### config.mk
export PLATFORM = sky130hd
export DESIGN_NAME = rms_normalizer_top
export DESIGN_NICKNAME = d
export VERILOG_FILES = /design/src/rtl/core/rmsn_pkg.sv /design/src/rtl/core/rms_normalizer_top.sv /design/src/rtl/core/rmsn_mul.sv /design/src/rtl/core/rmsn_root.sv
export SDC_FILE = /design/constraint.sdc
export NUM_CORES = 2
export LEC_CHECK = 0
export CORE_ASPECT_RATIO = 1.2
export CORE_MARGIN = 2
export CORE_UTILIZATION = 60
export DETAILED_ROUTE_END_ITERATION = 8
export DONT_BUFFER_PORTS = 1
export HOLD_SLACK_MARGIN = 0.02
export MAX_ROUTING_LAYER = met4
export PLACE_DENSITY = 0.79
export SLEW_MARGIN = 15
export SYNTH_ARGS = -nofsm -noshare
export SYNTH_HDL_FRONTEND = slang
export SYNTH_SLANG_ARGS = --single-unit
### constraint.sdc
create_clock -name clk -period 7.51 [get_ports clk]
set_input_delay 0 -clock clk [delete_from_list [all_inputs] [get_ports clk]]
set_output_delay 0 -clock clk [all_outputs]
set_load 0.01 [all_outputs]
### src/rtl/core/rmsn_pkg.sv
// Shared types, constants and width helpers for the RMS normalizer.
// Used by rms_normalizer_top and rmsn_root; depends on nothing.
package rmsn_pkg;

	localparam int SAMPLE_BITS = 16;
	localparam int FRAC_BITS = 12;
	localparam int LENGTH_W = 13;
	localparam int EPS_W = 25;
	localparam int INV_W = 25;
	localparam int CFG_INDEX_W = 2;
	localparam int CFG_DATA_W = 25;
	localparam int MAX_LENGTH_DEFAULT = 4096;

	localparam logic [INV_W-1:0] ONE_Q24 = INV_W'(1) << 24;
	localparam logic [LENGTH_W-1:0] VECTOR_LENGTH_RESET = LENGTH_W'(4096);
	localparam logic [EPS_W-1:0] EPSILON_RESET = EPS_W'(168);

	// Configuration register indexes
	localparam logic [CFG_INDEX_W-1:0] REG_VECTOR_LENGTH = CFG_INDEX_W'(0);
	localparam logic [CFG_INDEX_W-1:0] REG_EPSILON = CFG_INDEX_W'(1);

	// Item opcodes
	localparam logic OP_ACCUMULATE = 1'b0;
	localparam logic OP_NORMALIZE = 1'b1;

	typedef struct packed {
		logic op;
		logic signed [SAMPLE_BITS-1:0] x_value;
		logic signed [SAMPLE_BITS-1:0] gain;
	} item_t;

	typedef struct packed {
		logic signed [SAMPLE_BITS-1:0] y_value;
		logic saturated;
	} result_t;

	typedef enum logic [2:0] {
		ST_IDLE,
		ST_SQUARE,
		ST_ACCUM,
		ST_LAUNCH,
		ST_ROOT,
		ST_SCALE,
		ST_WEIGHT,
		ST_DELIVER
	} rmsn_state_t;

	typedef enum logic [2:0] {
		RP_IDLE,
		RP_DIVIDE,
		RP_OFFSET,
		RP_ROOT,
		RP_SETUP,
		RP_RECIP,
		RP_DONE
	} root_phase_t;

	// Longest vector the length register can select under a given build limit.
	function automatic int len_limit(int max_length);
		return (max_length < (1 << LENGTH_W) - 1) ? max_length : (1 << LENGTH_W) - 1;
	endfunction

	function automatic int len_width(int max_length);
		return $clog2(len_limit(max_length) + 1);
	endfunction

	// One square is at most 2^(2*SAMPLE_BITS-2); a pass sums at most len_limit of them.
	function automatic int sum_width(int max_length);
		return 2 * SAMPLE_BITS - 1 + $clog2(len_limit(max_length));
	endfunction

endpackage

### src/rtl/core/rms_normalizer_top.sv
// RMS normalizer top level: item and result channels, config port, sequencer.
// Normalize item: scale, weight, then delivery, where the result register loads once the
// output is free. Accumulate item: square, then accumulate; a pass-closing item adds launch,
// division, root and reciprocal; a zero root skips the reciprocal. Items stall until the
// sequencer is idle again. Async active-low reset clears sequencer, sums, count, inverse rms
// (0) and config. Depends on rmsn_pkg, rmsn_mul, rmsn_root.
module rms_normalizer_top #(
	parameter int MAX_LENGTH = rmsn_pkg::MAX_LENGTH_DEFAULT
) (
	input  logic                               clk,
	input  logic                               arst_n,
	input  logic                               item_valid,
	output logic                               item_stall,
	input  rmsn_pkg::item_t                    item,
	output logic                               result_valid,
	input  logic                               result_stall,
	output rmsn_pkg::result_t                  result,
	input  logic                               cfg_valid,
	output logic                               cfg_ready,
	input  logic [rmsn_pkg::CFG_INDEX_W-1:0]   cfg_index,
	input  logic [rmsn_pkg::CFG_DATA_W-1:0]    cfg_data
);
	import rmsn_pkg::*;

	localparam int LEN_LIMIT = len_limit(MAX_LENGTH);
	localparam int LEN_W = len_width(MAX_LENGTH);
	localparam int SUM_W = sum_width(MAX_LENGTH);
	// Multiplier operand A carries the sample to square, the inverse rms or the scaled sample t.
	localparam int T_W = SAMPLE_BITS + INV_W + 1 - FRAC_BITS;
	localparam int MA_W = (T_W > INV_W + 1) ? T_W : INV_W + 1;
	localparam int P_W = MA_W + SAMPLE_BITS;
	localparam int YF_W = P_W - FRAC_BITS;

	rmsn_state_t state_q, state_d;

	item_t                      item_q;
	result_t                    res_q;
	logic                       res_valid_q;
	logic [LENGTH_W-1:0]        vector_length_q;
	logic [EPS_W-1:0]           epsilon_q;
	logic [SUM_W-1:0]           sum_q, sum_next;
	logic [LEN_W-1:0]           items_q, items_next, eff_len;
	logic                       pass_last;
	logic                       accept;
	logic                       out_free;
	logic                       load_res;

	logic                       mul_en;
	logic signed [MA_W-1:0]     mul_a;
	logic signed [SAMPLE_BITS-1:0] mul_b;
	logic signed [P_W-1:0]      prod;
	logic signed [MA_W-1:0]     t_val;
	logic signed [YF_W-1:0]     y_full;
	logic                       sat_hi, sat_lo;
	result_t                    res_d;

	logic                       root_start, root_done;
	logic [INV_W-1:0]           inv_rms;

	// Handshakes: one beat at a time in, result register decouples the output side.
	assign accept = item_valid && !item_stall;
	assign out_free = !res_valid_q || !result_stall;
	assign cfg_ready = 1'b1;
	assign result_valid = res_valid_q;
	assign result = res_q;

	// Effective length: zero reads as one, clamp to the build limit.
	always_comb begin
		if (vector_length_q == '0) begin
			eff_len = LEN_W'(1);
		end else if (int'(vector_length_q) > LEN_LIMIT) begin
			eff_len = LEN_W'(LEN_LIMIT);
		end else begin
			eff_len = LEN_W'(vector_length_q);
		end
	end

	// Square comes back from the shared multiplier; it is never negative.
	assign sum_next = sum_q + SUM_W'(prod[2*SAMPLE_BITS-2:0]);
	assign items_next = items_q + LEN_W'(1);
	assign pass_last = (items_next >= eff_len);

	// Floor shifts of the registered product
	assign t_val = MA_W'(prod >>> FRAC_BITS);
	assign y_full = YF_W'(prod >>> FRAC_BITS);
	assign sat_hi = !y_full[YF_W-1] && (|y_full[YF_W-2:SAMPLE_BITS-1]);
	assign sat_lo = y_full[YF_W-1] && !(&y_full[YF_W-2:SAMPLE_BITS-1]);

	always_comb begin
		res_d.saturated = sat_hi || sat_lo;
		if (sat_hi) begin
			res_d.y_value = {1'b0, {(SAMPLE_BITS-1){1'b1}}};
		end else if (sat_lo) begin
			res_d.y_value = {1'b1, {(SAMPLE_BITS-1){1'b0}}};
		end else begin
			res_d.y_value = y_full[SAMPLE_BITS-1:0];
		end
	end

	// Next state
	always_comb begin
		state_d = state_q;
		unique case (state_q)
			ST_IDLE: begin
				if (accept) state_d = (item.op == OP_NORMALIZE) ? ST_SCALE : ST_SQUARE;
			end
			ST_SQUARE: state_d = ST_ACCUM;
			ST_ACCUM: state_d = pass_last ? ST_LAUNCH : ST_IDLE;
			ST_LAUNCH: state_d = ST_ROOT;
			ST_ROOT: begin
				if (root_done) state_d = ST_IDLE;
			end
			ST_SCALE: state_d = ST_WEIGHT;
			ST_WEIGHT: state_d = ST_DELIVER;
			ST_DELIVER: begin
				if (out_free) state_d = ST_IDLE;
			end
			default: state_d = ST_IDLE;
		endcase
	end

	// State outputs: stall, multiplier operand steering, root launch, result load.
	always_comb begin
		item_stall = (state_q != ST_IDLE);
		root_start = (state_q == ST_LAUNCH);
		load_res = (state_q == ST_DELIVER) && out_free;
		mul_en = 1'b0;
		mul_a = '0;
		mul_b = '0;
		unique case (state_q)
			ST_SQUARE: begin
				mul_en = 1'b1;
				mul_a = MA_W'(item_q.x_value);
				mul_b = item_q.x_value;
			end
			ST_SCALE: begin
				mul_en = 1'b1;
				mul_a = $signed(MA_W'(inv_rms));
				mul_b = item_q.x_value;
			end
			ST_WEIGHT: begin
				mul_en = 1'b1;
				mul_a = t_val;
				mul_b = item_q.gain;
			end
			default: begin
			end
		endcase
	end

	rmsn_mul #(
		.A_W (MA_W),
		.B_W (SAMPLE_BITS)
	) u_mul (
		.clk    (clk),
		.en     (mul_en),
		.a      (mul_a),
		.b      (mul_b),
		.prod_q (prod)
	);

	rmsn_root #(
		.MAX_LENGTH (MAX_LENGTH)
	) u_root (
		.clk     (clk),
		.arst_n  (arst_n),
		.start   (root_start),
		.sum     (sum_q),
		.len     (eff_len),
		.epsilon (epsilon_q),
		.done    (root_done),
		.inv     (inv_rms)
	);

	// Control state and configuration
	always_ff @(posedge clk or negedge arst_n) begin
		if (!arst_n) begin
			state_q <= ST_IDLE;
			vector_length_q <= VECTOR_LENGTH_RESET;
			epsilon_q <= EPSILON_RESET;
			sum_q <= '0;
			items_q <= '0;
			res_valid_q <= 1'b0;
		end else begin
			state_q <= state_d;

			if (cfg_valid && cfg_ready) begin
				unique case (cfg_index)
					REG_VECTOR_LENGTH: vector_length_q <= cfg_data[LENGTH_W-1:0];
					REG_EPSILON: epsilon_q <= cfg_data[EPS_W-1:0];
					default: begin
					end
				endcase
			end

			// Advance the pass; close it once the count reaches the length.
			if (state_q == ST_ACCUM) begin
				sum_q <= sum_next;
				items_q <= pass_last ? '0 : items_next;
			end
			// The root unit samples the sum on launch; drop it here.
			if (state_q == ST_LAUNCH) sum_q <= '0;

			if (load_res) begin
				res_valid_q <= 1'b1;
			end else if (!result_stall) begin
				res_valid_q <= 1'b0;
			end
		end
	end

	// Payload: hold the accepted beat and the pending result.
	always_ff @(posedge clk) begin
		if (accept) item_q <= item;
		if (load_res) res_q <= res_d;
	end

	// The root unit reports completion only while the sequencer waits on it.
	assert property (@(posedge clk) disable iff (!arst_n)
		root_done |-> state_q == ST_ROOT)
		else $error("root unit finished outside the root wait");

	// A closed pass leaves a cleared accumulator while the root runs.
	assert property (@(posedge clk) disable iff (!arst_n)
		state_q == ST_ROOT |-> (sum_q == '0 && items_q == '0))
		else $error("accumulator not cleared at end of pass");

	// The element count never passes the longest selectable vector.
	assert property (@(posedge clk) disable iff (!arst_n)
		int'(items_q) < LEN_LIMIT || LEN_LIMIT == 1 && items_q == '0)
		else $error("element count past length limit");

	// A pending result that is stalled keeps the new one waiting in delivery.
	assert property (@(posedge clk) disable iff (!arst_n)
		(state_q == ST_DELIVER && res_valid_q && result_stall) |=> state_q == ST_DELIVER)
		else $error("result register overwritten while stalled");

endmodule

### src/rtl/core/rmsn_mul.sv
// Shared signed multiplier with a registered product.
// Depends on nothing; operand widths come from the parent.
module rmsn_mul #(
	parameter int A_W = 30,
	parameter int B_W = 16
) (
	input  logic                       clk,
	input  logic                       en,
	input  logic signed [A_W-1:0]      a,
	input  logic signed [B_W-1:0]      b,
	output logic signed [A_W+B_W-1:0]  prod_q
);

	// Hold the product until the next issue.
	always_ff @(posedge clk) begin
		if (en) begin
			prod_q <= a * b;
		end
	end

endmodule

### src/rtl/core/rmsn_root.sv
// End-of-pass unit: mean by restoring division, integer square root, reciprocal.
// One shared compare-subtract step serves all three phases. Depends on rmsn_pkg.
module rmsn_root #(
	parameter int MAX_LENGTH = rmsn_pkg::MAX_LENGTH_DEFAULT
) (
	input  logic                                        clk,
	input  logic                                        arst_n,
	input  logic                                        start,
	input  logic [rmsn_pkg::sum_width(MAX_LENGTH)-1:0]  sum,
	input  logic [rmsn_pkg::len_width(MAX_LENGTH)-1:0]  len,
	input  logic [rmsn_pkg::EPS_W-1:0]                  epsilon,
	output logic                                        done,
	output logic [rmsn_pkg::INV_W-1:0]                  inv
);
	import rmsn_pkg::*;

	localparam int SUM_W = sum_width(MAX_LENGTH);
	localparam int LEN_W = len_width(MAX_LENGTH);
	localparam int M_W = SUM_W + 1;
	localparam int ROOT_W = (M_W + 1) / 2;
	localparam int SRC_W = (2 * ROOT_W > INV_W) ? 2 * ROOT_W : INV_W;
	localparam int QW = SRC_W;
	localparam int RW = (ROOT_W + 3 > LEN_W + 1) ? ROOT_W + 3 : LEN_W + 1;
	localparam int STEP_W = $clog2(SRC_W + 1);

	root_phase_t phase_q, phase_d;

	logic [SRC_W-1:0]  src_q, src_next;
	logic [RW-1:0]     rem_q, rem_next, rem_shift, trial;
	logic [QW-1:0]     quo_q, quo_next;
	logic [RW-1:0]     div_q;
	logic [STEP_W-1:0] step_q;
	logic [INV_W-1:0]  inv_q;
	logic [M_W-1:0]    m_val;
	logic [ROOT_W-1:0] root_val;
	logic              sqrt_mode;
	logic              fit;

	// Next phase
	always_comb begin
		phase_d = phase_q;
		unique case (phase_q)
			RP_IDLE: begin
				if (start) phase_d = RP_DIVIDE;
			end
			RP_DIVIDE: begin
				if (step_q == STEP_W'(1)) phase_d = RP_OFFSET;
			end
			RP_OFFSET: phase_d = RP_ROOT;
			RP_ROOT: begin
				if (step_q == STEP_W'(1)) phase_d = RP_SETUP;
			end
			RP_SETUP: begin
				phase_d = (root_val == '0) ? RP_DONE : RP_RECIP;
			end
			RP_RECIP: begin
				if (step_q == STEP_W'(1)) phase_d = RP_DONE;
			end
			RP_DONE: phase_d = RP_IDLE;
			default: phase_d = RP_IDLE;
		endcase
	end

	// Phase outputs
	always_comb begin
		sqrt_mode = (phase_q == RP_ROOT);
		done = (phase_q == RP_DONE);
	end

	// Shared compare-subtract step: two bits in for the root, one for division.
	always_comb begin
		if (sqrt_mode) begin
			rem_shift = {rem_q[RW-3:0], src_q[SRC_W-1 -: 2]};
			trial = {quo_q[RW-3:0], 2'b01};
			src_next = src_q << 2;
		end else begin
			rem_shift = {rem_q[RW-2:0], src_q[SRC_W-1]};
			trial = div_q;
			src_next = src_q << 1;
		end
		fit = (rem_shift >= trial);
		rem_next = fit ? rem_shift - trial : rem_shift;
		quo_next = {quo_q[QW-2:0], fit};
	end

	assign m_val = M_W'(quo_q[SUM_W-1:0]) + M_W'(epsilon);
	assign root_val = quo_q[ROOT_W-1:0];
	assign inv = inv_q;

	always_ff @(posedge clk or negedge arst_n) begin
		if (!arst_n) begin
			phase_q <= RP_IDLE;
			inv_q <= '0;
		end else begin
			phase_q <= phase_d;
			if (phase_q == RP_DONE) inv_q <= quo_q[INV_W-1:0];
		end
	end

	always_ff @(posedge clk) begin
		unique case (phase_q)
			RP_IDLE: begin
				if (start) begin
					src_q <= SRC_W'(sum) << (SRC_W - SUM_W);
					rem_q <= '0;
					quo_q <= '0;
					div_q <= RW'(len);
					step_q <= STEP_W'(SUM_W);
				end
			end
			RP_DIVIDE, RP_ROOT, RP_RECIP: begin
				src_q <= src_next;
				rem_q <= rem_next;
				quo_q <= quo_next;
				step_q <= step_q - STEP_W'(1);
			end
			RP_OFFSET: begin
				src_q <= SRC_W'(m_val) << (SRC_W - 2 * ROOT_W);
				rem_q <= '0;
				quo_q <= '0;
				step_q <= STEP_W'(ROOT_W);
			end
			RP_SETUP: begin
				if (root_val == '0) begin
					// Root of zero: reciprocal saturates to one in Q24
					quo_q <= QW'(ONE_Q24);
				end else begin
					div_q <= RW'(root_val);
					src_q <= SRC_W'(ONE_Q24) << (SRC_W - INV_W);
					rem_q <= '0;
					quo_q <= '0;
					step_q <= STEP_W'(INV_W);
				end
			end
			RP_DONE: begin
			end
			default: begin
			end
		endcase
	end

endmodule

# Word-level counts from Yosys, hierarchy flattened
# Cells that the tools add are included.
# W data, S select, Z words.
# word_totals
out_inout_bits	20
mem_bits_rw	0
memories	0
register_bits	363
rom_bits	0
latch_bits	0
# classes
n_div	0
eq_ne	24
mux	42
n_addsub	5
bitwise	0
n_lt_le_gt_ge	3
mul	1
reduce_logical	32
shifts	0
# ops
cell	n
$pmux W44 S4	1
$pmux W43 S4	1
$mux W44	3
$mux W43	3
$mux W25	5
$pmux W24 S4	1
$pmux W30 S3	1
$mux W24	3
$pmux W25 S2	1
$mul A30 B16 Y46	1
$add A43 B25 Y44	1
$add A43 B31 Y43	1
$mux W13	3
$pmux W16 S2	1
$ge A25 B25 Y1	1
$mux W3	8
$pmux W3 S8	1
$pmux W6 S4	1
$sub A24 B24 Y24	1
$logic_not A22 Y1	1
$eq A3 B3 Y1 const B	7
$pmux W3 S6	1
$reduce_and A18 Y1	1
$reduce_or A18 Y1	1
28 further kinds	58

# Longest topological paths before layout
# depth
word_depth	6
mapped_depth	30

# Cells and area by module
# A second synthesis with hierarchy kept.
# unflattened
hier_cells	4048
area_unflattened_um2	38227.9
# modules_own_cells
module	instances	cells_per_inst	area_per_inst_um2
rmsn_mul	1	1986	18267.5
rmsn_root	1	1116	10985.5
rms_normalizer_top	1	946	8974.9

# Worst setup path before layout
# No wires, ideal clock.
# synth_timing
path_kind	register to register
start	register state_q[0]
end	register u_mul.prod_q[45], data pin
path_slack_ps	-78
stages_incl_launch_ff	27
required_ps	7336
n_path_buf	3
t_arrival_ps	7414
setup_ps	174
path_cell_list	dfrtp_1 -> clkinv_1 -> nor2_1 -> clkbuf_1 -> a22o_1 -> clkbuf_1 -> clkbuf_1 -> nand2_1 -> fa_1 -> inv_1 -> fa_1 -> fa_1 -> fa_1 -> fa_1 -> inv_1 -> fa_1 -> inv_1 -> ha_1 -> nand3_2 -> or3_4 -> and3_1 -> a22o_1 -> a211oi_4 -> a211oi_2 -> o31ai_4 -> nor4b_1 -> a311oi_1
# synth_via
elab_chain_len	4
word_cells_on_any_way	7
classes_between	1 x mul; 3 x eq/ne; 2 x mux; 1 x reduce/logical
# synth_rtl
element	line	rtl
start: declaration	rms_normalizer_top.sv:34	rmsn_state_t state_q, state_d;
start signal: assignment	rms_normalizer_top.sv:185	state_q <= state_d;
$eq A3 B3 Y1 or $eq A3 B1 Y1 (tied branches)	rms_normalizer_top.sv:130	unique case (state_q)
$reduce_or A2 Y1 (no source line)	-	
$pmux W16 S2	rms_normalizer_top.sv:130	
$mul A30 B16 Y46 *	rmsn_mul.sv:17	prod_q <= a * b;
end signal: assignment	rmsn_mul.sv:17	
end: declaration	rmsn_mul.sv:11	output logic signed [A_W+B_W-1:0] prod_q
# Every way passes the cells marked *; elsewhere a longest branch is shown, timed or not.
# A chain may end at the register's enable or synchronous reset.

# Worst setup path in the final report
# layout_timing
start	register state_q[1]
end	register u_mul.prod_q[43], data pin
# Same word-level chain as after synthesis.

==> reports/summary.txt <==
Status: finished, final reports clean
Relative slew slack: 0.266
Dpl hpwl: 86400 microns
Layout Nets: 4909
Post-route DRC violation count: 0
Buffers & Inverters on Critical Path: 9
CP max stage delay: 550 ps
Initial Util: 0.607
Cell depth of the worst setup path: 29
R2r startpoint: state_q[1]
CTS Buffer Depth: 3
Global-route wire length before repair: 173000 microns
Clock Latency Late Sink: 570 ps
Gpl congestion: 1.05
Int Pwr: 4.26 mW
Cell Area, Synth: 37600 sq um
Pre-CTS setup slack: 1.67 ps
Die X: 232 microns
Crit. End Element: flop
Clk sink count: 360
Top Family by Delay on Critical Path: adder cells
Final WL: 112000 microns
Fin. Hold Viols: 0
PnR worst setup slack: 101 ps
Slew @ Worst Pin: 1100 ps
FF-to-FF path depth: 29
Syn nets: 4695
Die Y: 278 microns
H-tree Lvls: 2
Synth Register Bits: 360
GRT overflow: 0
Max-slew violation count: 0
HP Class: in -> async
Setup crit start: state_q[1]
PwrDens: 143 nW/um^2
Met1 Use GR: 0.417
Area Growth Syn to Fin: 13.9%
Crit-path slowest cell: fa_1
GR Util met3: 0.0529
Most frequent CP cell: fa_1
# IOs: 85
Die ar.: 64700 sq um
FF-to-FF End: u_mul.prod_q[43]
Fin cells: 5023
Clock power share: 0.325
Tcrit/Tclk final: 0.987
GRT Total Usage: 0.358
Largest net degree at the start of global routing: 127
DRT iter0 DRCs: 2742
EDFF count, synth: 234
Clock skew: 22.7 ps
Fin crit period: 7410 ps
Critical setup path kind: reg -> reg
Syn avg cell area: 9.48 sq um
Warnings from Yosys: 0
Number of distinct library cells after synthesis: 89
Clock slew at reported path FFs: 70 ps
P_sw: 1.87 mW
Part of the power in registers: 0.412
Max-cap violations: 0
CTS root buf: clkbuf_16
Sequential fraction of the synthesis area: 0.271
Gr busiest metal: met2
Vias: 30600
Post-DRT Antenna Nets: 0
Routed len/inst: 22.3 microns
Leakage: 19.7 nW
Combinational power share: 0.263
Share of cells above drive strength 1: 0.131
Worst setup SP type: flop
Max FO, Critical Path: 15
Rows: 100
DP Cell Count: 4859
Mapped Cells: 3962
Setup_tns: 0 ps
CTS tree: done
Synth Flop Type: edfxtp_1
Filler cells: 4597
FMAX: 0.135 GHz
Async S/R FF share, synth: 0.350
Worst Path Required: 7940 ps
Critical Path End: u_mul.prod_q[43]
Arrival time worst endpoint: 7840 ps
Switch share: 0.305
Maximum vdd ir drop: 0.000176 V
R2R setup slack: 100 ps
Port bufs: 0
Commonest non-fill, non-tap cell in the layout: inv_1
Vias per cell: 6.10
Grt met2 use: 0.586
Hold slack final: 4.72 ps
Initial antenna violation count: 2
Drt pass-1 iters: 6
Final setup viols: 0
Core area: 61900 sq um
Number of global-route vias before repair: 31500
Most frequent cells in the layout: inv_1, nand2_1, fa_1, nor2_1, edfxtp_1
TritonCTS Buffers: 39
logic make-up after synthesis:
group | count (synthesis) | share of synthesized area
compound gates | 680 | 0.122
xor+xnor | 124 | 0.0289
fa+ha+maj | 668 | 0.315
buf+inv | 772 | 0.0775
flops | 360 | 0.271
mux | 161 | 0.0462
other cells | 1 | 0.0000998
simple gates | 1196 | 0.140
state kept, by name (all words and copies together), names as in the netlist, 6 cells and up:
| register | cells |
|---|---|
| u_mul.prod_q | 46 |
| u_root.src_q | 44 |
| sum_q | 43 |
| u_root.quo_q | 43 |
| item_q | 32 |
| epsilon_q | 25 |
| u_root.inv | 25 |
| u_root.rem_q | 24 |
| u_root.div_q | 22 |
| result | 17 |
| items_q | 13 |
| vector_length_q | 13 |
| u_root.step_q | 6 |
cell usage after synthesis, types with 11 or more instances:
cell type | count | share of area
a211oi_1 | 16 | 0.0032
a21boi_0 | 14 | 0.0028
a21o_1 | 81 | 0.016
a21oi_1 | 169 | 0.023
a22o_1 | 56 | 0.013
a22oi_1 | 33 | 0.0066
a31oi_1 | 16 | 0.0027
and3_1 | 77 | 0.013
buf_1 | 11 | 0.0011
clkbuf_1 | 153 | 0.015
dfrtp_1 | 122 | 0.081
edfxtp_1 | 234 | 0.19
fa_1 | 461 | 0.25
ha_1 | 207 | 0.069
inv_1 | 601 | 0.060
mux2_2 | 99 | 0.030
mux2i_1 | 62 | 0.017
nand2_1 | 501 | 0.050
nand2b_1 | 22 | 0.0037
nand3_1 | 53 | 0.0071
nand4_1 | 23 | 0.0038
nor2_1 | 372 | 0.037
nor2b_1 | 38 | 0.0063
nor3_1 | 39 | 0.0052
nor3b_1 | 11 | 0.0022
nor4_1 | 15 | 0.0025
o211ai_1 | 15 | 0.0030
o21a_1 | 14 | 0.0028
o21ai_0 | 145 | 0.019
o21bai_1 | 12 | 0.0024
o31ai_1 | 12 | 0.0024
xnor2_1 | 85 | 0.020
xor2_1 | 39 | 0.0091
power groups by stage:
stage	Sequential, mW	Clock [mW]	Combinational [mW]
floorplan	2.50	0	1.25
global placement	2.56	0	1.47
detailed placement	2.56	0	1.52
CTS	2.53	2.00	1.58
global route	2.55	2.08	1.79
finish	2.53	1.99	1.61
worst reg2reg max path: cells and delay by family (launching register included):
kind / cells / cell delay [ps]
AO/OA/AOI/OAI: 7 / 1440
adder cells (fa/ha/maj): 7 / 3320
buffers and inverters: 9 / 1030
flip-flops: 1 / 410
AND/OR/NAND/NOR: 6 / 1080
worst min-delay path by stage:
stage	end	slack, ps	cells after the start
5_1_grt	item_q[0]	40	1
3_5_place_dp	epsilon_q[1]	-290	0
6_report	epsilon_q[0]	5	2
3_3_place_gp	epsilon_q[1]	-290	0
2_1_floorplan	epsilon_q[0]	-300	0
4_1_cts	epsilon_q[1]	20	3
layer usage:
metal  part of all wire  routed length (microns)
met4              0.080                     8970
met2               0.49                    54500
met5                  0                        0
met1               0.35                    39600
met3              0.081                     9080
final cells by class:
class / count / area, sq um / area share
tap: 816 / 1020 / 0.0238
clock inverter: 21 / 215 / 0.00503
sequential: 360 / 10200 / 0.238
antenna: 1 / 2.50 / 0.0000585
multi-input combinational: 2830 / 24900 / 0.582
timing repair buffer: 342 / 3130 / 0.0732
inverter: 603 / 2260 / 0.0529
clock buffer: 50 / 1090 / 0.0254
through the flow:
step,total power [mW],util,area (sq um)
6_report,6.14,0.691,42800
3_5_place_dp,4.08,0.648,40100
4_1_cts,6.11,0.681,42200
2_1_floorplan,3.75,-,37600
5_1_grt,6.42,0.691,42800
3_3_place_gp,4.03,0.648,40100
timing repair:
| action | in CTS | in global routing |
|---|---|---|
| endpoints found under the setup margin | 2 | 19 |
| hold endpoints to repair | 232 | 0 |
| pin swaps | 0 | 20 |
| hold buffers | 72 | 0 |
| cloned | 0 | 3 |
| gates resized for setup | 2 | 91 |
| buffers inserted | 0 | 17 |
(Power assumes the default switching activity.)
